**src/hw/rtl/nbge_pkg.sv**
```systemverilog
// Shared types, widths and constants of the n-body gravity Euler step block.
package nbge_pkg;

  // Field widths.
  localparam int COORD_W = 48;
  localparam int MASS_W  = 32;
  localparam int FORCE_W = 64;

  // Shared multiplier: A x B, B consumed one byte per cycle.
  localparam int MUL_A_W     = 96;
  localparam int MUL_B_W     = 64;
  localparam int MUL_P_W     = MUL_A_W + MUL_B_W;
  localparam int MUL_DIGIT_W = 8;
  localparam int MUL_STEPS   = MUL_B_W / MUL_DIGIT_W;

  // Shared divider: one quotient bit per cycle, quotient saturates at 64 bits.
  localparam int DIV_N_W = 145;
  localparam int DIV_D_W = 99;
  localparam int DIV_Q_W = 64;

  // Square root of the squared distance.
  localparam int ROOT_V_W = 98;
  localparam int ROOT_W   = 49;

  // Softening term, 1e-8 in Q48.48.
  localparam logic [DIV_D_W-1:0] EPS_Q48 = 99'd2814750;

  // Register reset values.
  localparam logic [31:0] GRAV_RESET = 32'd10066330;
  localparam logic [23:0] STEP_RESET = 24'd167772;

  // Register indexes.
  localparam logic REG_GRAV = 1'b0;
  localparam logic REG_STEP = 1'b1;

  // Commands.
  localparam logic CMD_LOAD   = 1'b0;
  localparam logic CMD_SOURCE = 1'b1;

  // Kind of a queued item after classification.
  typedef enum logic [1:0] {
    KIND_LOAD,
    KIND_ACCUM,
    KIND_FINAL
  } kind_t;

  typedef struct packed {
    logic                      command;
    logic signed [COORD_W-1:0] pos_x;
    logic signed [COORD_W-1:0] pos_y;
    logic signed [COORD_W-1:0] pos_z;
    logic signed [COORD_W-1:0] vel_x;
    logic signed [COORD_W-1:0] vel_y;
    logic signed [COORD_W-1:0] vel_z;
    logic [MASS_W-1:0]         body_mass;
    logic                      last_source;
  } body_t;

  typedef struct packed {
    logic signed [COORD_W-1:0] new_x;
    logic signed [COORD_W-1:0] new_y;
    logic signed [COORD_W-1:0] new_z;
    logic signed [COORD_W-1:0] new_vx;
    logic signed [COORD_W-1:0] new_vy;
    logic signed [COORD_W-1:0] new_vz;
  } update_t;

  typedef struct packed {
    kind_t                    kind;
    logic [2:0][COORD_W-1:0]  pos;
    logic [2:0][COORD_W-1:0]  vel;
    logic [MASS_W-1:0]        mass;
  } item_t;

  typedef struct packed {
    logic [31:0] grav;
    logic [23:0] step;
  } cfg_t;

  typedef struct packed {
    logic               start;
    logic [MUL_A_W-1:0] a;
    logic [MUL_B_W-1:0] b;
  } mul_req_t;

  typedef struct packed {
    logic               start;
    logic [DIV_N_W-1:0] num;
    logic [DIV_D_W-1:0] den;
  } div_req_t;

  typedef struct packed {
    logic                start;
    logic [ROOT_V_W-1:0] val;
  } root_req_t;

endpackage

```
**src/hw/rtl/nbge_div.sv**
```systemverilog
// Shared restoring divider: one quotient bit per cycle, saturating quotient.
module nbge_div (
  input  logic                           clk,
  input  logic                           rst,
  input  nbge_pkg::div_req_t             req,
  output logic                           done,
  output logic [nbge_pkg::DIV_Q_W-1:0]   quo
);

  localparam int N_W   = nbge_pkg::DIV_N_W;
  localparam int D_W   = nbge_pkg::DIV_D_W;
  localparam int Q_W   = nbge_pkg::DIV_Q_W;
  localparam int CNT_W = $clog2(N_W + 1);

  logic             busy;
  logic [CNT_W-1:0] cnt;
  logic [N_W-1:0]   num;
  logic [D_W-1:0]   den;
  logic [D_W-1:0]   rem;
  logic [Q_W-1:0]   q;
  logic             sat;
  logic [D_W:0]     rem_sh;
  logic [D_W:0]     rem_diff;
  logic             ge;

  // Trial subtraction for the next quotient bit.
  assign rem_sh   = {rem, num[N_W-1]};
  assign ge       = (rem_sh >= {1'b0, den});
  assign rem_diff = rem_sh - {1'b0, den};
  assign quo      = sat ? '1 : q;

  always_ff @(posedge clk) begin
    if (rst) begin
      busy <= 1'b0;
      done <= 1'b0;
      cnt  <= '0;
    end else begin
      done <= 1'b0;
      if (req.start) begin
        busy <= 1'b1;
        cnt  <= CNT_W'(N_W);
        num  <= req.num;
        den  <= req.den;
        rem  <= '0;
        q    <= '0;
        sat  <= 1'b0;
      end else if (busy) begin
        rem <= ge ? rem_diff[D_W-1:0] : rem_sh[D_W-1:0];
        num <= {num[N_W-2:0], 1'b0};
        q   <= {q[Q_W-2:0], ge};
        // A bit shifted out of the quotient means it does not fit.
        sat <= sat | q[Q_W-1];
        cnt <= cnt - 1'b1;
        if (cnt == CNT_W'(1)) begin
          busy <= 1'b0;
          done <= 1'b1;
        end
      end
    end
  end

  a_start_idle: assert property (@(posedge clk) disable iff (rst)
    req.start |-> !busy)
    else $error("divider started while busy");

endmodule

```
**config.mk**
```make
export PLATFORM = sky130hd
export DESIGN_NAME = nbge_div
export DESIGN_NICKNAME = d
export VERILOG_FILES = /design/src/hw/rtl/nbge_pkg.sv /design/src/hw/rtl/nbge_div.sv
export SDC_FILE = /design/constraint.sdc
export NUM_CORES = 1
export LEC_CHECK = 0
export BUFFER_PORTS_ARGS = -buffer_cell sky130_fd_sc_hd__buf_2
export CAP_MARGIN = 20
export CORE_ASPECT_RATIO = 1.5
export CORE_MARGIN = 1
export CORE_UTILIZATION = 40
export CTS_BUF_LIST = sky130_fd_sc_hd__clkbuf_16
export CTS_CLUSTER_SIZE = 28
export DETAILED_ROUTE_END_ITERATION = 8
export PLACE_DENSITY = 0.64
export SYNTH_ARGS = -nofsm -noshare
export SYNTH_HDL_FRONTEND = slang
export SYNTH_SLANG_ARGS = --single-unit
```
**constraint.sdc**
```tcl
create_clock -name clk -period 40.1 [get_ports clk]
set_input_delay 6.015 -clock clk [delete_from_list [all_inputs] [get_ports clk]]
set_output_delay 6.015 -clock clk [all_outputs]
set_load 0.02 [all_outputs]
```
## After elaboration in Yosys (flattened, before gate mapping)

Index checks and enable logic that the tools add are counted.

| storage, ports and cells | value |
|---|---|
| logic and storage cells | 34 |
| register bits after elaboration | 418 |

| operators by class | value |
|---|---|
| add/subtract/negate cells | 2 |
| reduce and logical (&&, ||, !) cells | 5 |
| bitwise gates (word level) | 3 |
| eq/ne operators | 1 |
| magnitude comparators | 1 |
| muxes and demuxes | 13 |

Operators with widths:

| kind | count |
|---|---|
| $mux W145 | 2 |
| $mux W99 | 2 |
| $mux W64 | 2 |
| $ge A100 B99 Y1 | 1 |
| $sub A99 B99 Y99 | 1 |
| $mux W8 | 2 |
| $eq A8 B1 Y1 const B | 1 |
| $sub A8 B1 Y8 const B | 1 |
| $mux W1 | 5 |
| $reduce_and A2 Y1 | 2 |
| $reduce_or A3 Y1 | 1 |
| $not A1 Y1 | 2 |
| $reduce_bool A2 Y1 | 1 |
| $reduce_or A2 Y1 | 1 |
| $or A1 B1 Y1 | 1 |

## Logic depth before layout (Yosys ltp)

| logic depth | value |
|---|---|
| depth in word-level cells | 4 |
| gate-level depth with buffers | 17 |
| mapped depth without buffers | 15 |

## Worst setup path after synthesis

OpenSTA, ideal clock, no wires.

| path | value |
|---|---|
| path kind | input to register |
| start point | input port req[244] (netlist name) |
| end point | register num[0], enable pin |
| library setup time | 985 ps |
| path slack | 19487 ps |
| cell stages on the path | 5 |
| path buffers | 3 |
| data arrival time | 19628 ps |
| cell sequence | clkbuf_1 -> clkbuf_1 -> clkbuf_1 -> nor2_1 -> nor2_1 |

| on the way | value |
|---|---|
| word-level cells in the longest chain between the ends | 2 |

RTL lines:

| item | line | text |
|---|---|---|
| start, declared | nbge_div.sv:5 | `input nbge_pkg::div_req_t req,` |
| $reduce_bool A2 Y1 (no source line) | - |  |
| $reduce_and A2 Y1 (no source line) | - |  |
| end signal, assigned | nbge_div.sv:42 | `num <= req.num;` |
| end signal, assigned | nbge_div.sv:49 | `num <= {num[N_W-2:0], 1'b0};` |
| end, declared | nbge_div.sv:17 | `logic [N_W-1:0] num;` |

No other way between the ends.
A chain may end at the register's enable or synchronous reset.

## Worst setup path in the final report

| path | value |
|---|---|
| start point | input port req[244] (netlist name) |
| end point | register num[98], enable pin |

Same word-level chain as after synthesis.

==> out/results.tsv <==
stage	metric	value	unit
cts	clockBufferDepth	3	
hold_path	min_path_type	flop to flop	
setup_path	r2r_cells	15	
place	dpl.hpwl	40300	um
yosys	syn_avg_cell_area	11.2	sq um
place	placed_cell_area	0.0253	sq mm
drt	routed_wl	56300	um
setup_path	path_class	primary input to flop	
floorplanning	die_y	297	um
hold_path	worst_hold_startpoint	cnt[2]	
sta	finalMaxSlewViolations	0	
setup_path	startpoint_type	primary input	
sta	final.setup.tns	0	ns
setup_path	worstPathMaxFanout	172	
sta	worst_pin_slew	1.11	ns
setup_path	worstReg2RegStart	num[144]	
yosys	seq_area_frac_synth	53.8	%
finish	nets	2675	
yosys	syn_inst	2063	
drt	drc	0	
setup_path	required	40.33	ns
power_and_ir_drop	peakVddDrop	0.0343	mV
power_and_ir_drop	power.leakage	10.6	nW
cts	ctsRootBufferMaster	clkbuf_16	
yosys	synth_top_area_share	52.9	%
yosys	yosys.area.top_type	edfxtp_1	
grt	grt_max_degree	173	
sta	finalSetupViolations	0	
floorplanning	core-area	0.0570	sq mm
floorplanning	io_pins	312	
finish	area_growth	15.8	%
run_status	status	finished clean	
grt	track_usage	19.1	%
cts	cts_max_level	2	
setup_path	r2r_end	rem[39]	
cts	tritoncts	done	
setup_path	startpoint	req[244]	
sta	timing.fmax	116	MHz
sta	min_period	8.62	ns
yosys	yosysWarnings	0	
setup_path	end_kind	flop	
yosys	ys_types	88	
drt	first_pass_iters	7	
yosys	synth_area_leaders	edfxtp_1 (53%), mux2_2 (7.0%), ha_1 (5.5%), a21oi_1 (4.1%), nand2_1 (3.6%)	
yosys	synth_edf_count	408	
sta	rsz0062_at_grt	no	
yosys	synth-seq-cells	418	
cts	clkTransAtPathRegs	0.06	ns
floorplanning	rows	107	
cts	cts.repair.resized	0	
drt	ant_nets	0	
yosys	synth_fp_nets	2412	
drt	avgViaCountPerCell	5.27	
setup_path	worst_ep_arrival_time	8.84	ns
floorplanning	die_w	198	um
power_and_ir_drop	p_per_area	46.5	mW/mm^2
yosys	netlist_area	0.0232	sq mm
cts	cts_hold_buf	0	
yosys	synth_ff_type	edfxtp_1	
yosys	postSynth.asyncResetShare	0	%
place	routabilityCongestion	0.962	
setup_path	rrSetupSlack	34.54	ns
finish	fillers	5401	
sta	period_share	21.5	%
finish	drive_gt1_share	26.7	%
finish	utilization	47.0	%
grt	antenna_found_initial	13	
sta	finalClockSkew	0.0311	ns
drt	wl_per_cell	18.0	um
cts	numCtsBuffers	44	
setup_path	worstSetupEndpoint	num[98]	
floorplanning	dieArea	0.0589	sq mm
drt	vias	16500	
sta	timing.slew.headroom	25.9	%
yosys	ys_top_cells_by_count	edfxtp_1 (408), nand2_1 (222), a21oi_1 (189)	
finish	final_cell_count_no_fill	3123	
cts	clkSinkCount	418	
place	portBuffers	311	
grt	grt_overflow_total	0	
floorplanning	initial_core_util	40.6	%
yosys	synth.most_common_cell	edfxtp_1	
place	dp.cells	3042	
cts	post-cts-setup-buffers	0	
sta	holdWs	0.503	ns
grt	grt_pass1_vias	17000	
sta	finalHoldViolCount	0	
grt	grt_pass1_wl	89600	um
finish	final_area	0.0268	sq mm
cts	clock_latency	0.60	ns
run	drv_cap	0	
drt	first_iter_violations	888	
routing by layer:
metal / part of all wire (%) / routed length (um) / global-route usage, % / up-vias
li1: - / - / - / 8011
met1: 40 / 22500 / 22.0 / 7900
met2: 51 / 28800 / 34.4 / 405
met3: 4.8 / 2730 / 3.72 / 135
met4: 3.9 / 2170 / 7.47 / 8
met5: 0.085 / 48 / 0 / -
worst min-delay path by stage:
| stage | to | cells past startpoint |
|---|---|---|
| final | cnt[2] | 2 |
| after floorplan | cnt[2] | 2 |
| after detailed placement | cnt[2] | 2 |
| after CTS | cnt[2] | 2 |
| after global placement | cnt[2] | 2 |
| after global routing | cnt[2] | 2 |
where the power goes:
part | switching [mW] | internal (mW) | total, mW
Combinational | 0.167 | 0.113 | 0.280
Clock | 0.181 | 0.247 | 0.428
Sequential | 0.0145 | 0.525 | 0.539
Total | 0.362 | 0.885 | 1.25
flip-flops by register name, summed over array words and instances, names as in the netlist:
register  flops
busy          1
den          99
q            64
sat           1
rem          99
num         145
done          1
cnt           8
layout by cell type, fill, tap and decap left out, types with 14 or more instances in the layout:
master	instances
a21oi_1	188
o21bai_1	23
nor3_1	14
ha_1	101
nand3_1	20
edfxtp_1	408
o21ai_0	70
nor2_1	92
a21o_1	50
xnor2_1	58
or2_2	67
mux2_2	144
nand2_1	222
clkbuf_16	44
a211oi_1	38
nand4_1	38
nor2b_1	76
xor2_1	42
inv_1	133
buf_2	310
metrics by stage:
stage | setup WS (ns) | total power [mW]
5_1_grt | 31.13 | 1.31
6_report | 31.48 | 1.25
2_1_floorplan | 19.49 | 0.765
4_1_cts | 30.95 | 1.26
3_3_place_gp | 30.48 | 0.822
3_5_place_dp | 30.30 | 0.827
worst max-delay path, stage by stage:
cell    delay [ns]
buf_8         0.48
nor2_1        0.18
nor2_4        0.14
buf_12        0.51
buf_4         0.39
buf_16        0.34
buf_4         0.62
logic make-up (layout without fill, tap and decap cells):
family          after synthesis  after routing  share of synthesized area (%)
other cells                   0              2                              0
flops                       418            418                           53.8
simple gates                595            595                           12.7
buf+inv                     230            525                           4.30
mux                         147            147                           7.13
compound gates              471            471                           12.8
fa+ha+maj                   102            102                           5.54
xor+xnor                    100            100                           3.78
area by class of cell:
type / count / area, sq um / share of cell area (%)
Antenna cell: 2 / 5.00 / 0.0187
Clock buffer: 44 / 1100 / 4.10
Clock inverter: 34 / 408 / 1.52
Inverter: 124 / 465 / 1.74
Multi-Input combinational cell: 1415 / 9750 / 36.3
Sequential cell: 418 / 12500 / 46.4
Tap cell: 763 / 955 / 3.56
Timing Repair Buffer: 323 / 1690 / 6.30
Power figures use the tool's default switching activity.
