<file path="config.mk">
export PLATFORM = sky130hd
export DESIGN_NAME = nbge_front
export DESIGN_NICKNAME = d
export VERILOG_FILES = /design/src/hw/rtl/nbge_pkg.sv /design/src/hw/rtl/nbge_front.sv
export SDC_FILE = /design/constraint.sdc
export NUM_CORES = 1
export LEC_CHECK = 0
export ABC_AREA = 1
export BUFFER_PORTS_ARGS = -buffer_cell sky130_fd_sc_hd__buf_4
export CORE_AREA = 2 2 251 253
export CTS_BUF_LIST = sky130_fd_sc_hd__clkbuf_2
export DETAILED_ROUTE_END_ITERATION = 7
export DIE_AREA = 0 0 253 255
export SLEW_MARGIN = 25
export SYNTH_ARGS = -nofsm -noshare
export SYNTH_HDL_FRONTEND = slang
export SYNTH_SLANG_ARGS = --single-unit
</file>
<file path="constraint.sdc">
create_clock -name clk -period 17 [get_ports clk]
set_input_delay 1.7 -clock clk [delete_from_list [all_inputs] [get_ports clk]]
set_output_delay 1.7 -clock clk [all_outputs]
set_load 0.02 [all_outputs]
</file>
<file path="src/hw/rtl/nbge_pkg.sv">
// Shared types, widths and constants of the n-body gravity Euler step block.
package nbge_pkg;

  // Field widths.
  localparam int COORD_W = 48;
  localparam int MASS_W  = 32;
  localparam int FORCE_W = 64;

  // Shared multiplier: A x B, B consumed one byte per cycle.
  localparam int MUL_A_W     = 96;
  localparam int MUL_B_W     = 64;
  localparam int MUL_P_W     = MUL_A_W + MUL_B_W;
  localparam int MUL_DIGIT_W = 8;
  localparam int MUL_STEPS   = MUL_B_W / MUL_DIGIT_W;

  // Shared divider: one quotient bit per cycle, quotient saturates at 64 bits.
  localparam int DIV_N_W = 145;
  localparam int DIV_D_W = 99;
  localparam int DIV_Q_W = 64;

  // Square root of the squared distance.
  localparam int ROOT_V_W = 98;
  localparam int ROOT_W   = 49;

  // Softening term, 1e-8 in Q48.48.
  localparam logic [DIV_D_W-1:0] EPS_Q48 = 99'd2814750;

  // Register reset values.
  localparam logic [31:0] GRAV_RESET = 32'd10066330;
  localparam logic [23:0] STEP_RESET = 24'd167772;

  // Register indexes.
  localparam logic REG_GRAV = 1'b0;
  localparam logic REG_STEP = 1'b1;

  // Commands.
  localparam logic CMD_LOAD   = 1'b0;
  localparam logic CMD_SOURCE = 1'b1;

  // Kind of a queued item after classification.
  typedef enum logic [1:0] {
    KIND_LOAD,
    KIND_ACCUM,
    KIND_FINAL
  } kind_t;

  typedef struct packed {
    logic                      command;
    logic signed [COORD_W-1:0] pos_x;
    logic signed [COORD_W-1:0] pos_y;
    logic signed [COORD_W-1:0] pos_z;
    logic signed [COORD_W-1:0] vel_x;
    logic signed [COORD_W-1:0] vel_y;
    logic signed [COORD_W-1:0] vel_z;
    logic [MASS_W-1:0]         body_mass;
    logic                      last_source;
  } body_t;

  typedef struct packed {
    logic signed [COORD_W-1:0] new_x;
    logic signed [COORD_W-1:0] new_y;
    logic signed [COORD_W-1:0] new_z;
    logic signed [COORD_W-1:0] new_vx;
    logic signed [COORD_W-1:0] new_vy;
    logic signed [COORD_W-1:0] new_vz;
  } update_t;

  typedef struct packed {
    kind_t                    kind;
    logic [2:0][COORD_W-1:0]  pos;
    logic [2:0][COORD_W-1:0]  vel;
    logic [MASS_W-1:0]        mass;
  } item_t;

  typedef struct packed {
    logic [31:0] grav;
    logic [23:0] step;
  } cfg_t;

  typedef struct packed {
    logic               start;
    logic [MUL_A_W-1:0] a;
    logic [MUL_B_W-1:0] b;
  } mul_req_t;

  typedef struct packed {
    logic               start;
    logic [DIV_N_W-1:0] num;
    logic [DIV_D_W-1:0] den;
  } div_req_t;

  typedef struct packed {
    logic                start;
    logic [ROOT_V_W-1:0] val;
  } root_req_t;

endpackage

</file>
<file path="src/hw/rtl/nbge_front.sv">
// Front end: accepts items, classifies them and queues them for the back end.
module nbge_front #(
  parameter int DEPTH = 2
) (
  input  logic            clk,
  input  logic            rst,
  input  logic            push,
  output logic            full,
  input  nbge_pkg::body_t body,
  input  logic            q_pop,
  output logic            q_empty,
  output nbge_pkg::item_t q_item
);

  localparam int PTR_W = $clog2(DEPTH);
  localparam int CNT_W = $clog2(DEPTH + 1);

  nbge_pkg::item_t  slots [DEPTH];
  nbge_pkg::item_t  in_item;
  logic [PTR_W-1:0] wr_ptr;
  logic [PTR_W-1:0] rd_ptr;
  logic [CNT_W-1:0] count;
  logic             push_acc;
  logic             pop_acc;

  // Classify the incoming item.
  always_comb begin
    in_item.pos[0] = body.pos_x;
    in_item.pos[1] = body.pos_y;
    in_item.pos[2] = body.pos_z;
    in_item.vel[0] = body.vel_x;
    in_item.vel[1] = body.vel_y;
    in_item.vel[2] = body.vel_z;
    in_item.mass   = body.body_mass;
    if (body.command == nbge_pkg::CMD_LOAD) begin
      in_item.kind = nbge_pkg::KIND_LOAD;
    end else if (body.last_source) begin
      in_item.kind = nbge_pkg::KIND_FINAL;
    end else begin
      in_item.kind = nbge_pkg::KIND_ACCUM;
    end
  end

  assign full     = (count == CNT_W'(DEPTH));
  assign q_empty  = (count == '0);
  assign q_item   = slots[rd_ptr];
  assign push_acc = push && !full;
  assign pop_acc  = q_pop && !q_empty;

  // Queue storage.
  always_ff @(posedge clk) begin
    if (push_acc) begin
      slots[wr_ptr] <= in_item;
    end
  end

  // Queue pointers and fill count.
  always_ff @(posedge clk) begin
    if (rst) begin
      wr_ptr <= '0;
      rd_ptr <= '0;
      count  <= '0;
    end else begin
      if (push_acc) begin
        wr_ptr <= (wr_ptr == PTR_W'(DEPTH - 1)) ? '0 : wr_ptr + 1'b1;
      end
      if (pop_acc) begin
        rd_ptr <= (rd_ptr == PTR_W'(DEPTH - 1)) ? '0 : rd_ptr + 1'b1;
      end
      if (push_acc && !pop_acc) begin
        count <= count + 1'b1;
      end else if (pop_acc && !push_acc) begin
        count <= count - 1'b1;
      end
    end
  end

  a_count_bound: assert property (@(posedge clk) disable iff (rst)
    count <= CNT_W'(DEPTH))
    else $error("queue count beyond depth");

  a_push_shows: assert property (@(posedge clk) disable iff (rst)
    (push_acc && !pop_acc && q_empty) |=> !q_empty)
    else $error("queued item not visible to back end");

endmodule

</file>
=== After elaboration in Yosys (flattened, before gate mapping) ===
Memories as Yosys holds them, arrays and structs flattened. A register that Yosys moved wholly into a read port is not among the register bits.
Index checks and enable logic that the tools add are counted.

* Logic and storage cells: 29
* RAM bits: 644
* Memories: 1
* Output and inout port bits: 324
* Bits in registers: 4
* Input bits: 326

{| class="wikitable"
|+ Memory list
! name !! words !! width !! rd ports !! clocked after Yosys merged registers in !! wr ports !! line !! text
|-
| slots || 2 || 322 || 1 || 1 || 1 || nbge_front.sv:18 || <nowiki>nbge_pkg::item_t slots [DEPTH];</nowiki>
|}

* Equal/unequal tests: 1
* Add/subtract/negate cells: 4
* Multiplexer cells: 10
* Reduce and logical (&&, ||, !) cells: 10

{| class="wikitable"
|+ Operators by type and width
! kind !! count
|-
| 2-bit two-way mux || 4
|-
| 1-bit two-way mux || 6
|-
| 1-bit logical AND || 4
|-
| 1-bit zero test || 4
|-
| 1-bit adder (second input constant) || 2
|-
| 2-bit by 1-bit adder with 2-bit output (second input constant) || 1
|-
| 2-bit == test (second input constant) || 1
|-
| 2-bit zero test || 1
|-
| 2-bit nonzero test || 1
|-
| 2-bit by 1-bit subtractor with 2-bit output (second input constant) || 1
|}

=== Longest topological paths before layout ===
* Depth in word-level cells: 7
* Mapped depth: 10

=== Least setup slack after synthesis ===
OpenSTA, ideal clock, no wires.

* Kind: input to register
* Start point: in push
* End point: mem slots[0][0] (netlist bit), enable pin
* Setup slack: 804 ps
* Data arrival time: 15182 ps
* Library setup time: 1014 ps
* Data required time: 15986 ps
* Path buffers: 0
* Cell stages on the path: 2
* Cells stage by stage: o21ai_0 -> nor2_1

* Cells in the longest elaborated chain, start to end: 3

{| class="wikitable"
|+ RTL lines
! item !! line !! text
|-
| from (decl) || nbge_front.sv:7 || <nowiki>input logic push,</nowiki>
|-
| 1-bit logical AND || nbge_front.sv:47 || <nowiki>assign push_acc = push && !full;</nowiki>
|-
| 1-bit two-way mux || nbge_front.sv:52 || <nowiki>if (push_acc) begin</nowiki>
|-
| 1-bit two-way mux (implied by the code) || nbge_front.sv:53 || <nowiki>slots[wr_ptr] <= in_item;</nowiki>
|-
| to (decl) || nbge_front.sv:18 ||
|}

No other way between the ends.

==> impl_metrics.json <==
{
  "status": "finished clean",
  "fin_skew_ps": 80.5,
  "grt-ovfl-total": 0,
  "syn_to_final_growth_pct": 29.6,
  "cts_buffers": 162,
  "row_count": 92,
  "slowest_stage": "buf_4",
  "worstPathCellList": "buf_4, buf_4, mux2_2, buf_4",
  "drc_errors": 0,
  "slew_headroom_pct": 31.1,
  "power.density_nw_per_um2": 142,
  "initial_core_util_pct": 38.2,
  "critPathLaunchType": "register",
  "syn_nets": 1370,
  "avgSynthCellArea_sq_um": 22.8,
  "cts_num_sinks": 649,
  "final.setup.tns_ps": 0,
  "timing.fmax_mhz": 160,
  "routed_wl_um": 57800,
  "cts_buffer_depth": 3,
  "setup_viol": 0,
  "fin_crit_sh_pct": 36.8,
  "critical_path_class": "register to primary output",
  "finalMaxSlewViolations": 0,
  "synth_top_area_cell": "edfxtp_1",
  "maxCapViolCount": 0,
  "crit_path_frequent_cell": "buf_4",
  "synth_top_area_share_pct": 81.4,
  "die_area_sq_um": 64500,
  "ir_worst_vdd_mv": 0.0819,
  "rsz0062_at_grt": "false",
  "drtIter0Drc": 609,
  "worstMarginPinSlew_ps": 1030,
  "firstDrtPassIters": 4,
  "cp_data_required_time_ps": 15300,
  "insertion_delay_ps": 1290,
  "antenna_found_initial": 8,
  "coreArea_sq_um": 62200,
  "clockRootBuffer": "clkbuf_2",
  "drive_above_1_share_pct": 63.4,
  "first_global_vias": 13300,
  "power_uw": 4380,
  "syn_inst": 1043,
  "crit_path_max_fanout": 73,
  "layout_common_cells": "buf_4 (659), edfxtp_1 (644), mux2_2 (274), clkbuf_2 (228), mux2_4 (40)",
  "viasPerCell": 4.62,
  "port_buffers": 649,
  "grt_usage_pct": 17.1,
  "hold_class": "register to register",
  "dpl.hpwl_um": 39100,
  "min_period_ps": 6250,
  "wl_per_cell_um": 21.2,
  "hold_viol_final": 0,
  "cts_max_level": 4,
  "gp_congestion": 0.760,
  "cts_setup_buffers": 0,
  "end_kind": "primary output",
  "crit_path_max_incr_delay_ps": 890,
  "ys_types": 16,
  "power.static_leakage_uw": 0.0117,
  "min_path_cells": 2,
  "cts_hold_buf": 0,
  "grt_pass1_wl_um": 80400,
  "synth.ff_latch_count": 649,
  "clk_pin_slew_ps": 100,
  "final_net_count": 2160,
  "die_w_um": 253,
  "syn_area_sq_um": 23700,
  "cts_resized": 0,
  "cts_tree": "yes",
  "vias": 12600,
  "reg2reg_depth": 5,
  "ys_warn_count": 0,
  "pin_count": 650,
  "grt_start_max_net_pins": 174,
  "layout_commonest_cell": "buf_4",
  "worstPathArrival_ps": 4550,
  "die_height_um": 255,
  "synth_area_leaders": "edfxtp_1 (81%), mux2_2 (13%), mux2_4 (2.5%)",
  "ant_nets": 0,
  "yosysSeqAreaShare_pct": 81.9
}
==> sequential cells by signal (all words and copies together) (netlist names), named ones only <==
register / cells
slots: 644
count: 2
rd_ptr: 1
wr_ptr: 1
==> worst max-delay path: cells and delay by family (launching register included) <==
family | cells | cell delay [ps]
DFF | 1 | 790
buffers and inverters | 3 | 1920
muxes | 1 | 430
==> per-stage QoR <==
stage / instances / area (sq um) / hold WS, ps / setup slack [ps] / utilization [%]
6_report: 2731 / 30800 / 557 / 10750 / 49.5
5_1_grt: 2730 / 30800 / 350 / 10270 / 49.5
4_1_cts: 2721 / 30700 / 327 / 10440 / 49.4
3_5_place_dp: 2467 / 29400 / 541 / 11920 / 47.2
3_3_place_gp: 2467 / 29400 / 526 / 11910 / 47.2
2_1_floorplan: 1043 / 23700 / 476 / 804 / -
==> synthesized netlist by cell type <==
cell type and number:
and2_1 1, edfxtp_1 644, nor2_1 10, mux2_2 274, dfxtp_1 5, mux2_4 40, o21ai_0 5, inv_1 11
nand3_1 1, a21oi_1 1, buf_6 31, nand4_1 1, mux2_1 8, ha_1 1, nand2_1 5, buf_2 5
==> cells by family (layout without fill, tap and decap cells) <==
| logic type | count (synthesis) | after routing | share of synthesized area, % |
|---|---|---|---|
| AOI/OAI and AO/OA | 6 | 6 | 0.126 |
| adders and majority gates | 1 | 1 | 0.0527 |
| buffers and inverters | 47 | 927 | 1.75 |
| DFF | 649 | 649 | 81.9 |
| muxes | 322 | 322 | 15.9 |
| other | 0 | 9 | 0 |
| and+or+nand+nor | 18 | 18 | 0.311 |
==> worst paths after layout <==
path / to / start / slack (ps)
worst max-delay path: q_item[208] / register / 10750
worst min-delay path: wr_ptr / wr_ptr / 560
worst max register to register: slots[1][180] / count[0] / 13080
worst min register to register: wr_ptr / wr_ptr / 560
==> where the power goes <==
| group | leakage, uW | switching, uW | total, uW | internal (uW) |
|---|---|---|---|---|
| combinational | 0.00462 | 735 | 1300 | 564 |
| clock | 0.00104 | 597 | 997 | 400 |
| sequential | 0.00605 | 57.5 | 2080 | 2020 |
| total | 0.0117 | 1390 | 4380 | 2990 |
==> layer usage <==
| layer | vias to the layer above | GRT usage [%] | routed length [um] |
|---|---|---|---|
| li1 | 5819 | - | - |
| met1 | 6263 | 17.8 | 20400 |
| met4 | 4 | 7.54 | 1060 |
| met5 | - | 0 | 27 |
| met2 | 460 | 30.0 | 31400 |
| met3 | 65 | 7.41 | 4900 |
==> final cells by class <==
class | instances | area [sq um]
inverters | 11 | 41.3
fillers | 5333 | 31400
diodes | 9 | 22.5
clock inverters | 26 | 205
repair buffers | 662 | 5010
multi-input cells | 347 | 3910
flip-flops and latches | 649 | 19400
well taps | 799 | 1000
clock buffers | 228 | 1140
Power figures use the tool's default switching activity.
