==> src/hw/rtl/nbge_pkg.sv <==
// Shared types, widths and constants of the n-body gravity Euler step block.
package nbge_pkg;

  // Field widths.
  localparam int COORD_W = 48;
  localparam int MASS_W  = 32;
  localparam int FORCE_W = 64;

  // Shared multiplier: A x B, B consumed one byte per cycle.
  localparam int MUL_A_W     = 96;
  localparam int MUL_B_W     = 64;
  localparam int MUL_P_W     = MUL_A_W + MUL_B_W;
  localparam int MUL_DIGIT_W = 8;
  localparam int MUL_STEPS   = MUL_B_W / MUL_DIGIT_W;

  // Shared divider: one quotient bit per cycle, quotient saturates at 64 bits.
  localparam int DIV_N_W = 145;
  localparam int DIV_D_W = 99;
  localparam int DIV_Q_W = 64;

  // Square root of the squared distance.
  localparam int ROOT_V_W = 98;
  localparam int ROOT_W   = 49;

  // Softening term, 1e-8 in Q48.48.
  localparam logic [DIV_D_W-1:0] EPS_Q48 = 99'd2814750;

  // Register reset values.
  localparam logic [31:0] GRAV_RESET = 32'd10066330;
  localparam logic [23:0] STEP_RESET = 24'd167772;

  // Register indexes.
  localparam logic REG_GRAV = 1'b0;
  localparam logic REG_STEP = 1'b1;

  // Commands.
  localparam logic CMD_LOAD   = 1'b0;
  localparam logic CMD_SOURCE = 1'b1;

  // Kind of a queued item after classification.
  typedef enum logic [1:0] {
    KIND_LOAD,
    KIND_ACCUM,
    KIND_FINAL
  } kind_t;

  typedef struct packed {
    logic                      command;
    logic signed [COORD_W-1:0] pos_x;
    logic signed [COORD_W-1:0] pos_y;
    logic signed [COORD_W-1:0] pos_z;
    logic signed [COORD_W-1:0] vel_x;
    logic signed [COORD_W-1:0] vel_y;
    logic signed [COORD_W-1:0] vel_z;
    logic [MASS_W-1:0]         body_mass;
    logic                      last_source;
  } body_t;

  typedef struct packed {
    logic signed [COORD_W-1:0] new_x;
    logic signed [COORD_W-1:0] new_y;
    logic signed [COORD_W-1:0] new_z;
    logic signed [COORD_W-1:0] new_vx;
    logic signed [COORD_W-1:0] new_vy;
    logic signed [COORD_W-1:0] new_vz;
  } update_t;

  typedef struct packed {
    kind_t                    kind;
    logic [2:0][COORD_W-1:0]  pos;
    logic [2:0][COORD_W-1:0]  vel;
    logic [MASS_W-1:0]        mass;
  } item_t;

  typedef struct packed {
    logic [31:0] grav;
    logic [23:0] step;
  } cfg_t;

  typedef struct packed {
    logic               start;
    logic [MUL_A_W-1:0] a;
    logic [MUL_B_W-1:0] b;
  } mul_req_t;

  typedef struct packed {
    logic               start;
    logic [DIV_N_W-1:0] num;
    logic [DIV_D_W-1:0] den;
  } div_req_t;

  typedef struct packed {
    logic                start;
    logic [ROOT_V_W-1:0] val;
  } root_req_t;

endpackage

==> src/hw/rtl/nbge_mul.sv <==
// Shared multiplier: 96 x 64 bits, one byte of the second operand per cycle.
module nbge_mul (
  input  logic                                clk,
  input  logic                                rst,
  input  nbge_pkg::mul_req_t                  req,
  output logic                                done,
  output logic [nbge_pkg::MUL_P_W-1:0]        prod
);

  localparam int CNT_W  = $clog2(nbge_pkg::MUL_STEPS + 1);
  localparam int PART_W = nbge_pkg::MUL_A_W + nbge_pkg::MUL_DIGIT_W;

  logic                             busy;
  logic [CNT_W-1:0]                 cnt;
  logic [nbge_pkg::MUL_A_W-1:0]     a_r;
  logic [nbge_pkg::MUL_B_W-1:0]     b_r;
  logic [nbge_pkg::MUL_P_W-1:0]     acc;
  logic [PART_W-1:0]                part;

  // One partial product per cycle, top byte first.
  assign part = a_r * b_r[nbge_pkg::MUL_B_W-1 -: nbge_pkg::MUL_DIGIT_W];
  assign prod = acc;

  always_ff @(posedge clk) begin
    if (rst) begin
      busy <= 1'b0;
      done <= 1'b0;
      cnt  <= '0;
    end else begin
      done <= 1'b0;
      if (req.start) begin
        busy <= 1'b1;
        cnt  <= CNT_W'(nbge_pkg::MUL_STEPS);
        a_r  <= req.a;
        b_r  <= req.b;
        acc  <= '0;
      end else if (busy) begin
        acc <= (acc << nbge_pkg::MUL_DIGIT_W) + nbge_pkg::MUL_P_W'(part);
        b_r <= b_r << nbge_pkg::MUL_DIGIT_W;
        cnt <= cnt - 1'b1;
        if (cnt == CNT_W'(1)) begin
          busy <= 1'b0;
          done <= 1'b1;
        end
      end
    end
  end

endmodule

==> config.mk <==
export PLATFORM = sky130hd
export DESIGN_NAME = nbge_mul
export DESIGN_NICKNAME = d
export VERILOG_FILES = /design/src/hw/rtl/nbge_pkg.sv /design/src/hw/rtl/nbge_mul.sv
export SDC_FILE = /design/constraint.sdc
export NUM_CORES = 2
export LEC_CHECK = 0
export ABC_AREA = 1
export BUFFER_PORTS_ARGS = -buffer_cell sky130_fd_sc_hd__buf_2
export CAP_MARGIN = 25
export CORE_ASPECT_RATIO = 0.9
export CORE_MARGIN = 4
export CORE_UTILIZATION = 54
export DETAILED_ROUTE_END_ITERATION = 8
export GPL_TIMING_DRIVEN = 0
export HOLD_SLACK_MARGIN = 0.06
export PLACE_DENSITY = 0.75
export SLEW_MARGIN = 40
export SYNTH_ARGS = -nofsm -noshare
export SYNTH_HDL_FRONTEND = slang
export SYNTH_SLANG_ARGS = --single-unit
==> constraint.sdc <==
create_clock -name clk -period 14.4 [get_ports clk]
set_input_delay 2.88 -clock clk [delete_from_list [all_inputs] [get_ports clk]]
set_output_delay 2.88 -clock clk [all_outputs]
set_load 0.02 [all_outputs]
Word-level counts from Yosys, hierarchy flattened
Cells that the tools add are included.
{"block": "op_classes", "n_addsub": 2, "mul": 1, "n_div": 0, "n_lt_le_gt_ge": 0, "n_eq_ne": 1, "n_shift": 0, "muxes": 9, "bitwise_logic": 2, "reduce_logical": 5}
{"operator": "160-bit by 104-bit adder with 160-bit output", "n": 1}
{"operator": "160-bit two-way mux", "n": 1}
{"operator": "64-bit two-way mux", "n": 2}
{"operator": "96-bit by 8-bit multiplier with 104-bit output", "n": 1}
{"operator": "4-bit two-way mux", "n": 2}
{"operator": "4-bit by 1-bit == test with 1-bit output, second input constant", "n": 1}
{"operator": "1-bit two-way mux", "n": 4}
{"operator": "2-bit AND reduction", "n": 2}
{"operator": "4-bit by 1-bit subtractor with 4-bit output, second input constant", "n": 1}
{"operator": "3-bit OR reduction", "n": 1}
{"operator": "1-bit inverter", "n": 2}
{"operator": "2-bit nonzero test", "n": 1}
{"operator": "2-bit OR reduction", "n": 1}
{"block": "totals", "regBits": 326, "latch_bits": 0, "ram_bits": 0, "mem_bits_ro": 0, "in_bits": 163, "output_inout_bits": 161, "wordCells": 27, "mem_count": 0}

Depth between registers and ports, before layout
{"block": "logic_depth", "ltp_word": 4, "mapped_depth": 30, "depth_no_buf": 28}

Least setup slack after synthesis
No wires, ideal clock.
{"block": "synth_path", "kind": "input to register", "start": "input req[160] (netlist name)", "end": "register b_r[0] (netlist name) (enable)", "setup_time_ns": 0.887, "arrival_ns": 14.320, "t_required_ns": 13.513, "slack_ns": -0.807, "path_stages": 4, "n_path_buf": 2, "cell_sequence": "clkbuf_1 -> clkinv_1 -> clkbuf_1 -> a21oi_1"}
{"block": "synth_between", "elab_chain_len": 2}
{"item": "start: declaration", "line_no": "nbge_mul.sv:5", "source": "input nbge_pkg::mul_req_t req,"}
{"item": "2-bit nonzero test (no source line)"}
{"item": "2-bit AND reduction (no source line)"}
{"item": "end signal: assignment", "line_no": "nbge_mul.sv:35", "source": "b_r <= req.b;"}
{"item": "end signal: assignment", "line_no": "nbge_mul.sv:39", "source": "b_r <= b_r << nbge_pkg::MUL_DIGIT_W;"}
{"item": "end: declaration", "line_no": "nbge_mul.sv:16", "source": "logic [nbge_pkg::MUL_B_W-1:0] b_r;"}
No other way between the ends.
A chain may end at the register's enable or synchronous reset.

Worst setup path in the final report
{"block": "layout_path", "start": "register b_r[58] (netlist name)", "end": "register acc (netlist bit prod[102]), data pin"}
{"block": "layout_between", "elab_chain_len": 3}
{"item": "96-bit by 8-bit multiplier with 104-bit output", "line_no": "nbge_mul.sv:21", "source": "assign part = a_r * b_r[nbge_pkg::MUL_B_W-1 -: nbge_pkg::MUL_DIGIT_W];"}
{"item": "160-bit by 104-bit adder with 160-bit output", "line_no": "nbge_mul.sv:38", "source": "acc <= (acc << nbge_pkg::MUL_DIGIT_W) + nbge_pkg::MUL_P_W'(part);"}
{"item": "160-bit two-way mux", "line_no": "nbge_mul.sv:37", "source": "end else if (busy) begin"}
{"item": "end signal: assignment", "line_no": "nbge_mul.sv:38"}
{"item": "end: declaration", "line_no": "nbge_mul.sv:17", "source": "logic [nbge_pkg::MUL_P_W-1:0] acc;"}
No other way between the ends. The select of a mux whose other input is x is not followed.

==> results.json <==
{
  "status": "complete, no violations",
  "synth_cell_types": 39,
  "vias_per_cell": 5.33,
  "slowest_delay_ns": 0.62,
  "worst_ep_arrival_time_ns": 8.23,
  "slew_viol_final": 0,
  "fin_util_pct": 60.4,
  "cts.sinks": 326,
  "die_area_mm2": 0.0924,
  "clock_path_buffers": 3,
  "drv_cap": 0,
  "cts_buffers": 42,
  "die_h_um": 289,
  "cp-end-kind": "flip-flop",
  "initial_core_util_pct": 54.7,
  "die_x_um": 320,
  "synth_ff_type": "edfxtp_1",
  "cts_setup_buffers": 0,
  "hold_path_class": "reg -> reg",
  "yosys-top-cells-count": "2224 x nand2_1, 2036 x inv_1, 659 x fa_1",
  "totalWireLength_um": 192000,
  "finClkSkew_ns": 0.0203,
  "antenna_found_initial": 6,
  "synth-edff-count": 320,
  "seq_area_frac_synth_pct": 20.6,
  "num_rows": 102,
  "drive_above_1_share_pct": 10.9,
  "cts.clk_slew.worst_paths_ns": 0.06,
  "synth_cells": 6732,
  "drt_iter0_drc": 5533,
  "root_buffer": "clkbuf_16",
  "synth_top_area_cell": "fa_1",
  "coreArea_mm2": 0.0865,
  "path_class": "reg -> reg",
  "gp_congestion": 1.05,
  "min-delay-start": "cnt[3]$_SDFFE_PP0N_",
  "synth_nets": 7688,
  "grt_overflow": 0,
  "hold_buffers": 0,
  "ant_nets": 0,
  "cp-start-kind": "flip-flop",
  "synth_most_common_cell": "nand2_1",
  "cpMostUsedCell": "nand2_1",
  "clk_latency_ns": 0.63,
  "htree_levels": 2,
  "cts_tree": "done",
  "grt_first_pass_wirelength_um": 280000,
  "ios": 324,
  "crit_fanout": 10,
  "worst_pin_slew_ns": 1.02,
  "io_buffer_count": 322,
  "crit_path_top_delay_cell": "clkbuf_2",
  "worstPathRequired_ns": 14.77,
  "async_reset_ff_share_pct": 0,
  "synth.cell_area_mm2": 0.0473,
  "grt_max_degree": 23,
  "final_hold_viol_count": 0,
  "vias": 44200,
  "r2r_start": "b_r[58]$_DFFE_PP_",
  "finalSetupViolCount": 0,
  "period_share_pct": 54.5,
  "detail_route.wl_per_cell_um": 23.1,
  "relSlewSlack_pct": 32.3,
  "grt_pass1_vias": 42900,
  "cts_resized": 0,
  "route.detailed.drc": 0,
  "ys_warn_count": 0,
  "drt-pass1-iter-count": 8,
  "worstSetupStartpoint": "b_r[58]$_DFFE_PP_",
  "fmax_ghz": 0.127,
  "place_hpwl_um": 163000,
  "layout.nets": 8078,
  "period_minus_slack_ns": 7.85,
  "synth_top_area_share_pct": 27.9,
  "synth.ff_latch_count": 326,
  "syn2layout_area_growth_pct": 10.4,
  "syn_avg_cell_area_um2": 7.03,
  "rsz0062_at_grt": "false",
  "grt_usage_pct": 41.6,
  "synth.top_cells.by_area": "fa_1 28%, edfxtp_1 20%, nand2_1 18%"
}
==> worst paths after layout <==
kind,to,slack [ns],depth (start not counted)
setup / recovery,prod[102]$_SDFFCE_PP0P_,6.55,26
hold / removal,cnt[3]$_SDFFE_PP0N_,0.49,2
setup reg to reg,prod[102]$_SDFFCE_PP0P_,6.55,26
hold reg to reg,cnt[3]$_SDFFE_PP0N_,0.49,2
==> state kept, by name, summed over array words and instances (netlist names) <==
signal and count:
a_r 96, b_r 64, busy 1, cnt 4, done 1, prod 160
==> layout make-up <==
| class | count | area, um2 |
|---|---|---|
| Antenna cell | 2 | 5.00 |
| Buffer | 215 | 1020 |
| Clock buffer | 50 | 1080 |
| Clock inverter | 25 | 273 |
| Fill cell | 8128 | 34300 |
| Inverter | 2086 | 7830 |
| Multi-Input combinational cell | 4105 | 28800 |
| Sequential cell | 326 | 9730 |
| Tap cell | 1144 | 1430 |
| Timing Repair Buffer | 346 | 2030 |
==> layout by cell type, fill, tap and decap left out, drive strengths merged <==
| master | n |
|---|---|
| bufinv | 4 |
| ha | 134 |
| nand2 | 2267 |
| inv | 2084 |
| dfxtp | 6 |
| and2 | 1 |
| buf | 375 |
| a21boi | 3 |
| nand4 | 29 |
| a211oi | 1 |
| or2 | 6 |
| nor3 | 44 |
| o21bai | 19 |
| nor2 | 461 |
| and3 | 7 |
| a21oi | 219 |
| clkbuf | 236 |
| nor3b | 1 |
| o21ai | 87 |
| nand3 | 127 |
| clkinv | 20 |
| diode | 2 |
| a31oi | 3 |
| nor4 | 12 |
| o21a | 25 |
| edfxtp | 320 |
| fa | 659 |
| clkinvlp | 3 |
==> worst max-delay path, delay by kind of cell, from the launching register on <==
kind	cells	cell delay, ns
adder cells (fa/ha/maj)	5	2.53
AND/OR/NAND/NOR	13	2.47
buffers and inverters	7	1.88
flip-flops	1	0.49
AO/OA/AOI/OAI	1	0.18
==> through the flow <==
step | cells | hold WS, ns | area [um2] | setup slack (ns) | TNS (ns)
final | 8299 | 0.486 | 52200 | 6.55 | 0
after global routing | 8297 | 0.511 | 52200 | 6.51 | 0
after CTS | 8297 | 0.485 | 52200 | 6.91 | 0
after detailed placement | 8222 | 0.476 | 50900 | 6.93 | 0
after global placement | 8198 | 0.458 | 50400 | -0.217 | -41.10
after floorplan | 6732 | 0.442 | 47300 | 4.28 | 0
==> per-layer routing <==
layer	vias up	routed length (um)	global-route usage (%)
li1	19900	-	-
met1	21000	77000	58.8
met2	2799	76700	58.9
met3	489	26000	12.2
met4	6	11900	19.9
met5	-	32	0
==> cell families after synthesis <==
group,Yosys count,synth area share [%]
simple gates,2955,25.4
buf+inv,2301,18.5
flops,326,20.6
compound gates,357,4.05
fa+ha+maj,793,31.4
Power is not shown: default switching activity piles up to over one toggle a cycle in this logic, so the estimate is an artifact.
