--- src/hw/rtl/nbge_pkg.sv ---
// Shared types, widths and constants of the n-body gravity Euler step block.
package nbge_pkg;

  // Field widths.
  localparam int COORD_W = 48;
  localparam int MASS_W  = 32;
  localparam int FORCE_W = 64;

  // Shared multiplier: A x B, B consumed one byte per cycle.
  localparam int MUL_A_W     = 96;
  localparam int MUL_B_W     = 64;
  localparam int MUL_P_W     = MUL_A_W + MUL_B_W;
  localparam int MUL_DIGIT_W = 8;
  localparam int MUL_STEPS   = MUL_B_W / MUL_DIGIT_W;

  // Shared divider: one quotient bit per cycle, quotient saturates at 64 bits.
  localparam int DIV_N_W = 145;
  localparam int DIV_D_W = 99;
  localparam int DIV_Q_W = 64;

  // Square root of the squared distance.
  localparam int ROOT_V_W = 98;
  localparam int ROOT_W   = 49;

  // Softening term, 1e-8 in Q48.48.
  localparam logic [DIV_D_W-1:0] EPS_Q48 = 99'd2814750;

  // Register reset values.
  localparam logic [31:0] GRAV_RESET = 32'd10066330;
  localparam logic [23:0] STEP_RESET = 24'd167772;

  // Register indexes.
  localparam logic REG_GRAV = 1'b0;
  localparam logic REG_STEP = 1'b1;

  // Commands.
  localparam logic CMD_LOAD   = 1'b0;
  localparam logic CMD_SOURCE = 1'b1;

  // Kind of a queued item after classification.
  typedef enum logic [1:0] {
    KIND_LOAD,
    KIND_ACCUM,
    KIND_FINAL
  } kind_t;

  typedef struct packed {
    logic                      command;
    logic signed [COORD_W-1:0] pos_x;
    logic signed [COORD_W-1:0] pos_y;
    logic signed [COORD_W-1:0] pos_z;
    logic signed [COORD_W-1:0] vel_x;
    logic signed [COORD_W-1:0] vel_y;
    logic signed [COORD_W-1:0] vel_z;
    logic [MASS_W-1:0]         body_mass;
    logic                      last_source;
  } body_t;

  typedef struct packed {
    logic signed [COORD_W-1:0] new_x;
    logic signed [COORD_W-1:0] new_y;
    logic signed [COORD_W-1:0] new_z;
    logic signed [COORD_W-1:0] new_vx;
    logic signed [COORD_W-1:0] new_vy;
    logic signed [COORD_W-1:0] new_vz;
  } update_t;

  typedef struct packed {
    kind_t                    kind;
    logic [2:0][COORD_W-1:0]  pos;
    logic [2:0][COORD_W-1:0]  vel;
    logic [MASS_W-1:0]        mass;
  } item_t;

  typedef struct packed {
    logic [31:0] grav;
    logic [23:0] step;
  } cfg_t;

  typedef struct packed {
    logic               start;
    logic [MUL_A_W-1:0] a;
    logic [MUL_B_W-1:0] b;
  } mul_req_t;

  typedef struct packed {
    logic               start;
    logic [DIV_N_W-1:0] num;
    logic [DIV_D_W-1:0] den;
  } div_req_t;

  typedef struct packed {
    logic                start;
    logic [ROOT_V_W-1:0] val;
  } root_req_t;

endpackage

--- src/hw/rtl/nbge_root.sv ---
// Integer square root, two radicand bits per cycle.
module nbge_root (
  input  logic                            clk,
  input  logic                            rst,
  input  nbge_pkg::root_req_t             req,
  output logic                            done,
  output logic [nbge_pkg::ROOT_W-1:0]     root
);

  localparam int STEPS = (nbge_pkg::ROOT_V_W + 1) / 2;
  localparam int V_W   = 2 * STEPS;
  localparam int R_W   = STEPS;
  localparam int REM_W = R_W + 1;
  localparam int CNT_W = $clog2(STEPS + 1);

  logic             busy;
  logic [CNT_W-1:0] cnt;
  logic [V_W-1:0]   v;
  logic [R_W-1:0]   res;
  logic [REM_W-1:0] rem;
  logic [REM_W+1:0] rem_sh;
  logic [REM_W+1:0] trial;
  logic [REM_W+1:0] rem_diff;
  logic             ge;

  // Bring down the next pair of bits and try a one.
  assign rem_sh   = {rem, v[V_W-1 -: 2]};
  assign trial    = (REM_W + 2)'({res, 2'b01});
  assign ge       = (rem_sh >= trial);
  assign rem_diff = rem_sh - trial;
  assign root     = res[nbge_pkg::ROOT_W-1:0];

  always_ff @(posedge clk) begin
    if (rst) begin
      busy <= 1'b0;
      done <= 1'b0;
      cnt  <= '0;
    end else begin
      done <= 1'b0;
      if (req.start) begin
        busy <= 1'b1;
        cnt  <= CNT_W'(STEPS);
        v    <= V_W'(req.val);
        res  <= '0;
        rem  <= '0;
      end else if (busy) begin
        rem <= ge ? rem_diff[REM_W-1:0] : rem_sh[REM_W-1:0];
        res <= {res[R_W-2:0], ge};
        v   <= v << 2;
        cnt <= cnt - 1'b1;
        if (cnt == CNT_W'(1)) begin
          busy <= 1'b0;
          done <= 1'b1;
        end
      end
    end
  end

endmodule

--- config.mk ---
export PLATFORM = sky130hd
export DESIGN_NAME = nbge_root
export DESIGN_NICKNAME = d
export VERILOG_FILES = /design/src/hw/rtl/nbge_pkg.sv /design/src/hw/rtl/nbge_root.sv
export SDC_FILE = /design/constraint.sdc
export NUM_CORES = 1
export LEC_CHECK = 0
export CAP_MARGIN = 20
export CORE_MARGIN = 1
export CORE_UTILIZATION = 33
export CTS_CLUSTER_DIAMETER = 150
export CTS_CLUSTER_SIZE = 12
export DETAILED_ROUTE_END_ITERATION = 10
export DONT_BUFFER_PORTS = 1
export GPL_ROUTABILITY_DRIVEN = 0
export HOLD_SLACK_MARGIN = 0.02
export SLEW_MARGIN = 20
export SYNTH_ARGS = -nofsm -noshare
export SYNTH_HDL_FRONTEND = slang
export SYNTH_SLANG_ARGS = --single-unit
--- constraint.sdc ---
create_clock -name clk -period 12.5 [get_ports clk]
set_clock_uncertainty 0.2 [all_clocks]
set_input_delay 0.625 -clock clk [delete_from_list [all_inputs] [get_ports clk]]
set_output_delay 0.625 -clock clk [all_outputs]
set_load 0.05 [all_outputs]
## After elaboration in Yosys (flattened, before gate mapping)

Index checks and enable logic that the tools add are counted.

- $add $sub $neg: 2
- Order comparisons: 1
- Eq/ne operators: 1
- Multiplexer cells: 11
- Bitwise operators: 2
- Reductions and logical operators: 4

Operators with widths:

| kind | count |
|---|---|
| $mux W98 | 2 |
| $mux W50 | 2 |
| $ge A52 B51 Y1 | 1 |
| $sub A50 B50 Y50 | 1 |
| $mux W49 | 1 |
| $mux W6 | 2 |
| $eq A6 B1 Y1 const B | 1 |
| $sub A6 B1 Y6 const B | 1 |
| $mux W1 | 4 |
| $reduce_or A3 Y1 | 1 |
| $not A1 Y1 | 2 |
| $reduce_and A2 Y1 | 1 |
| $reduce_bool A2 Y1 | 1 |
| $reduce_or A2 Y1 | 1 |

- Register bits after elaboration: 205
- Bits of input ports: 101
- Output and inout bits: 50
- Logic and storage cells: 28

## Depth between registers and ports, before layout

- Depth in word-level cells: 4
- Mapped depth: 15
- Depth with buffers taken out: 12

## Worst setup path after synthesis

OpenSTA, ideal clock, no wires.

- Kind: in2reg
- From: in req[98] (netlist name)
- To: reg rem[0], enable pin
- Setup time: 758 ps
- Arrival time: 9652 ps
- Data required time: 11542 ps
- Path slack: 1889 ps
- Stages: 5
- Buffers on the path: 3
- Cell sequence: clkbuf_1 clkbuf_1 clkbuf_1 nor2_1 nor2_1

- Longest elaborated chain between the ends: 2

Ends and longest elaborated chain:

| what | RTL line | RTL |
|---|---|---|
| start, declared | nbge_root.sv:5 | `input nbge_pkg::root_req_t req,` |
| $reduce_bool A2 Y1 (no source line) | n/a |  |
| $reduce_and A2 Y1 (no source line) | n/a |  |
| end signal, assigned | nbge_root.sv:47 | `rem <= ge ? rem_diff[REM_W-1:0] : rem_sh[REM_W-1:0];` |
| end, declared | nbge_root.sv:20 | `logic [REM_W-1:0] rem;` |

Every way passes these cells.
A chain may end at the register's enable or synchronous reset.

## Worst setup path after layout

- From: reg res[14] (netlist: root[14])
- To: reg rem[34] (data pin)

- Longest elaborated chain between the ends: 3
- Elaborated cells on any way between the ends: 4
- Classes of those cells: add/sub: 1; order compare: 1; mux: 2

Ends and longest elaborated chain:

| what | RTL line | RTL |
|---|---|---|
| start, declared | nbge_root.sv:19 | `logic [R_W-1:0] res;` |
| start signal, assigned | nbge_root.sv:48 | `res <= {res[R_W-2:0], ge};` |
| $sub A50 B50 Y50 / $ge A52 B51 Y1 (equally long branches) | nbge_root.sv:30, nbge_root.sv:29 |  |
| $mux W50 (*) | nbge_root.sv:47 |  |
| $mux W50 (*) | nbge_root.sv:46 | `end else if (busy) begin` |

Mark *: on every way between the ends. The rest lies on a longest branch, timed or not. The select of a mux whose other input is x is not followed.

==> results.py <==
metrics = {
    "cts": {
        "htreeDepth": 1,
        "cts_hold_buffers": 2,
        "clkTransAtPathRegs_ns": 0.07,
        "clkLatencyLatePin_ns": 0.52,
        "cts-root-buf": "clkbuf_16",
        "post-cts-setup-buffers": 0,
        "cts_tree": "built",
        "cts_buffer_depth": 3,
        "cts_resized": 0,
        "cts.sinks": 205,
        "cts_buffers": 21,
    },
    "floorplan": {
        "dieArea_mm2": 0.0357,
        "die_y_um": 189,
        "num_io_pins": 151,
        "die_w_um": 189,
        "core-area_mm2": 0.0345,
        "initial_core_util_pct": 33.5,
        "rows": 68,
    },
    "pwr": {
        "vdd_drop_max_mv": 0.122,
        "p_per_area_mw_per_mm2": 150,
        "p_leak_nw": 4.69,
    },
    "timing": {
        "tightest_slew_ns": 0.909,
        "setup_tns_ns": 0,
        "slew_violations": 0,
        "fmax_mhz": 217,
        "timing.slew.headroom_pct": 39.4,
        "finalSetupViolCount": 0,
        "period_minus_slack_ns": 4.61,
        "hold_violations": 0,
        "period_share_pct": 36.9,
        "rsz0062_at_grt": "no",
    },
    "synthesis": {
        "syn_inst": 1022,
        "synth_top_family_by_area": "compound AO/OA/AOI/OAI gates",
        "synthDistinctLibCells": 67,
        "seq_area_frac_synth_pct": 52.7,
        "synth-simple-area-share_pct": 11.1,
        "syn_nets": 1176,
        "synth_edf_count": 197,
        "synth_xor_area_share_pct": 3.57,
        "yosys_warnings": 0,
        "synthAdderAreaFrac_pct": 5.75,
        "yosysTopAreaCellShare_pct": 51.3,
        "synth.avg_cell_area_um2": 11.3,
        "netlist_top_cells_area": "edfxtp_1, mux2_2, ha_1",
        "synth.cell_area_mm2": 0.0115,
        "synth.area.mux_share_pct": 9.56,
        "ys.flop_type": "edfxtp_1",
        "yosys.area.top_type": "edfxtp_1",
        "ys_async_sr_fraction_pct": 0,
        "synth_compound_area_share_pct": 13.1,
        "synth_seq_cells": 205,
    },
    "global_routing": {
        "use_met3_pct": 5.93,
        "grt_first_pass_wirelength_um": 41200,
        "grt_overflow": 0,
        "grt_util_all_layers_pct": 14.4,
        "grt_start_max_net_pins": 202,
        "antenna_found_initial": 9,
        "gr-max-usage-layer": "met2",
        "grt_pass1_vias": 7536,
        "met1_usage_pct": 18.5,
        "use_met2_pct": 22.4,
    },
    "finish": {
        "nFillCells": 3427,
        "multi_input_area_mm2": 0.00498,
        "layout-drive-gt1-share_pct": 14.9,
        "fin_nets": 1153,
        "seqCellArea_mm2": 0.00608,
        "fin_area_mm2": 0.0125,
        "syn_to_final_growth_pct": 8.57,
        "stdcell_count": 1473,
    },
    "placement": {
        "dp_cells": 1429,
        "dp_hpwl_um": 18100,
        "place_area_mm2": 0.0119,
        "portBuffers": 0,
    },
    "setup_path": {
        "critPathMaxFanout": 59,
        "crit_chain": "inv_1 -> ha_1 -> nand4_1 -> or3_1 -> or4b_1 -> a211oi_2 -> or3_1 -> o21ai_2 -> o21bai_2 -> a21o_4 -> o21ai_0 -> a21oi_1",
        "critPathBufInv": 1,
        "slowest_stage": "edfxtp_1",
        "end_kind": "register",
        "crit_arrival_ns": 4.78,
        "path_class": "register to register",
        "critPathTopFamily": "compound AO/OA/AOI/OAI gates",
        "crit_top_cell": "or3_1",
        "required_ns": 12.67,
        "setup.worst_path.start_class": "register",
        "critical_path.max_stage_delay_ns": 0.67,
    },
    "drt": {
        "post-route-drc-count": 0,
        "antenna_left": 0,
        "wirelength_um": 26200,
        "wl_per_cell_um": 17.8,
        "via_per_inst": 5.19,
        "dr.pass1.iters": 5,
        "vias": 7646,
        "drt-initial-drc-count": 465,
    },
    "status": {
        "status": "completed",
    },
    "run": {
        "maxCapViolCount": 0,
    },
    "min_path": {
        "hold_path_class": "primary input to register",
    },
}
-- state kept, by name (all words and copies together) (netlist names) --
register  count
root         49
cnt           6
rem          50
v            98
done          1
busy          1
-- where the power goes --
part	switching (mW)	internal (mW)
registers	0.0597	0.826
clock network	0.271	0.318
logic	0.235	0.171
-- cell families (layout without fill, tap and decap cells) --
family	Yosys count	count (layout)
buffers and inverters	115	107
flip-flops	205	205
XOR/XNOR	47	47
AO/OA/AOI/OAI	220	220
AND/OR/NAND/NOR	284	284
adder cells (fa/ha/maj)	53	53
other	0	4
multiplexers	98	98
-- synth_stat cells, drive strengths merged (5+ instances only) --
library cell / instances
a211oi: 18
a21o: 36
a21oi: 77
a31oi: 8
and2: 5
and3: 9
buf: 19
clkbuf: 33
dfxtp: 8
edfxtp: 197
ha: 53
inv: 63
mux2: 98
nand2: 97
nand2b: 7
nand3: 17
nand4: 14
nor2: 99
nor2b: 10
nor3: 10
o21a: 10
o21ai: 26
o21bai: 8
o31ai: 6
xnor2: 31
xor2: 16
-- worst paths after layout --
check | start | to | slack [ns] | depth (start not counted)
min | req[98] | done | 0.07 | 1
min reg2reg | cnt[1] | cnt[1] | 0.33 | 2
max | root[14] | rem[34] | 7.89 | 12
max reg2reg | root[14] | rem[34] | 7.89 | 12
-- metrics by stage --
stage | util (%) | worst slack [ns] | hold slack [ns] | total power, mW
2_1_floorplan | - | 1.89 | 0.269 | 1.24
3_3_place_gp | 34.5 | 7.93 | 0.286 | 1.30
3_5_place_dp | 34.5 | 7.89 | 0.314 | 1.31
4_1_cts | 36.3 | 7.86 | 0.0201 | 1.90
5_1_grt | 36.3 | 7.56 | 0.0233 | 1.97
6_report | 36.4 | 7.89 | 0.0749 | 1.88
-- cells in the final DEF, fill, tap and decap left out, types with 4 or more instances in the layout --
master     count
nor3_1        10
buf_4          4
ha_1          53
mux2_2        98
nor2b_1       10
clkbuf_16     21
o21bai_1       7
nand2_1       97
a21oi_1       76
nand2b_1       7
a211oi_1       5
clkbuf_1      15
xnor2_1       31
o21a_1        10
and2_1         5
inv_1         63
xor2_1        16
nand3_1       17
and3_1         9
a21o_1        35
diode_2        4
o31ai_1        5
a31oi_1        8
edfxtp_1     197
dfxtp_1        8
a211oi_2      13
o21ai_0       23
nand4_1       14
nor2_1        97
-- worst reg2reg max path, cell delays in order, from the launching register on --
cell      delay [ns]
edfxtp_1        0.67
inv_1           0.16
ha_1            0.46
nand4_1         0.19
or3_1           0.44
or4b_1          0.53
a211oi_2        0.24
or3_1           0.18
o21ai_2         0.08
o21bai_2        0.23
a21o_4          0.62
o21ai_0         0.28
a21oi_1         0.20
-- cell type report --
| class | count | share of cell area (%) |
|---|---|---|
| clock buffer | 36 | 4.64 |
| timing repair buffer | 6 | 0.399 |
| inverter | 63 | 1.89 |
| clock inverter | 2 | 0.160 |
| tap | 455 | 4.54 |
| antenna | 4 | 0.0799 |
| sequential | 205 | 48.5 |
| multi-input combinational | 702 | 39.8 |
-- routing by layer --
| layer | share of wire [%] | routed length (µm) |
|---|---|---|
| met5 | 0.35 | 92 |
| met4 | 2.0 | 520 |
| met3 | 9.8 | 2570 |
| met2 | 44 | 11500 |
| met1 | 44 | 11500 |
(Power assumes the default switching activity.)
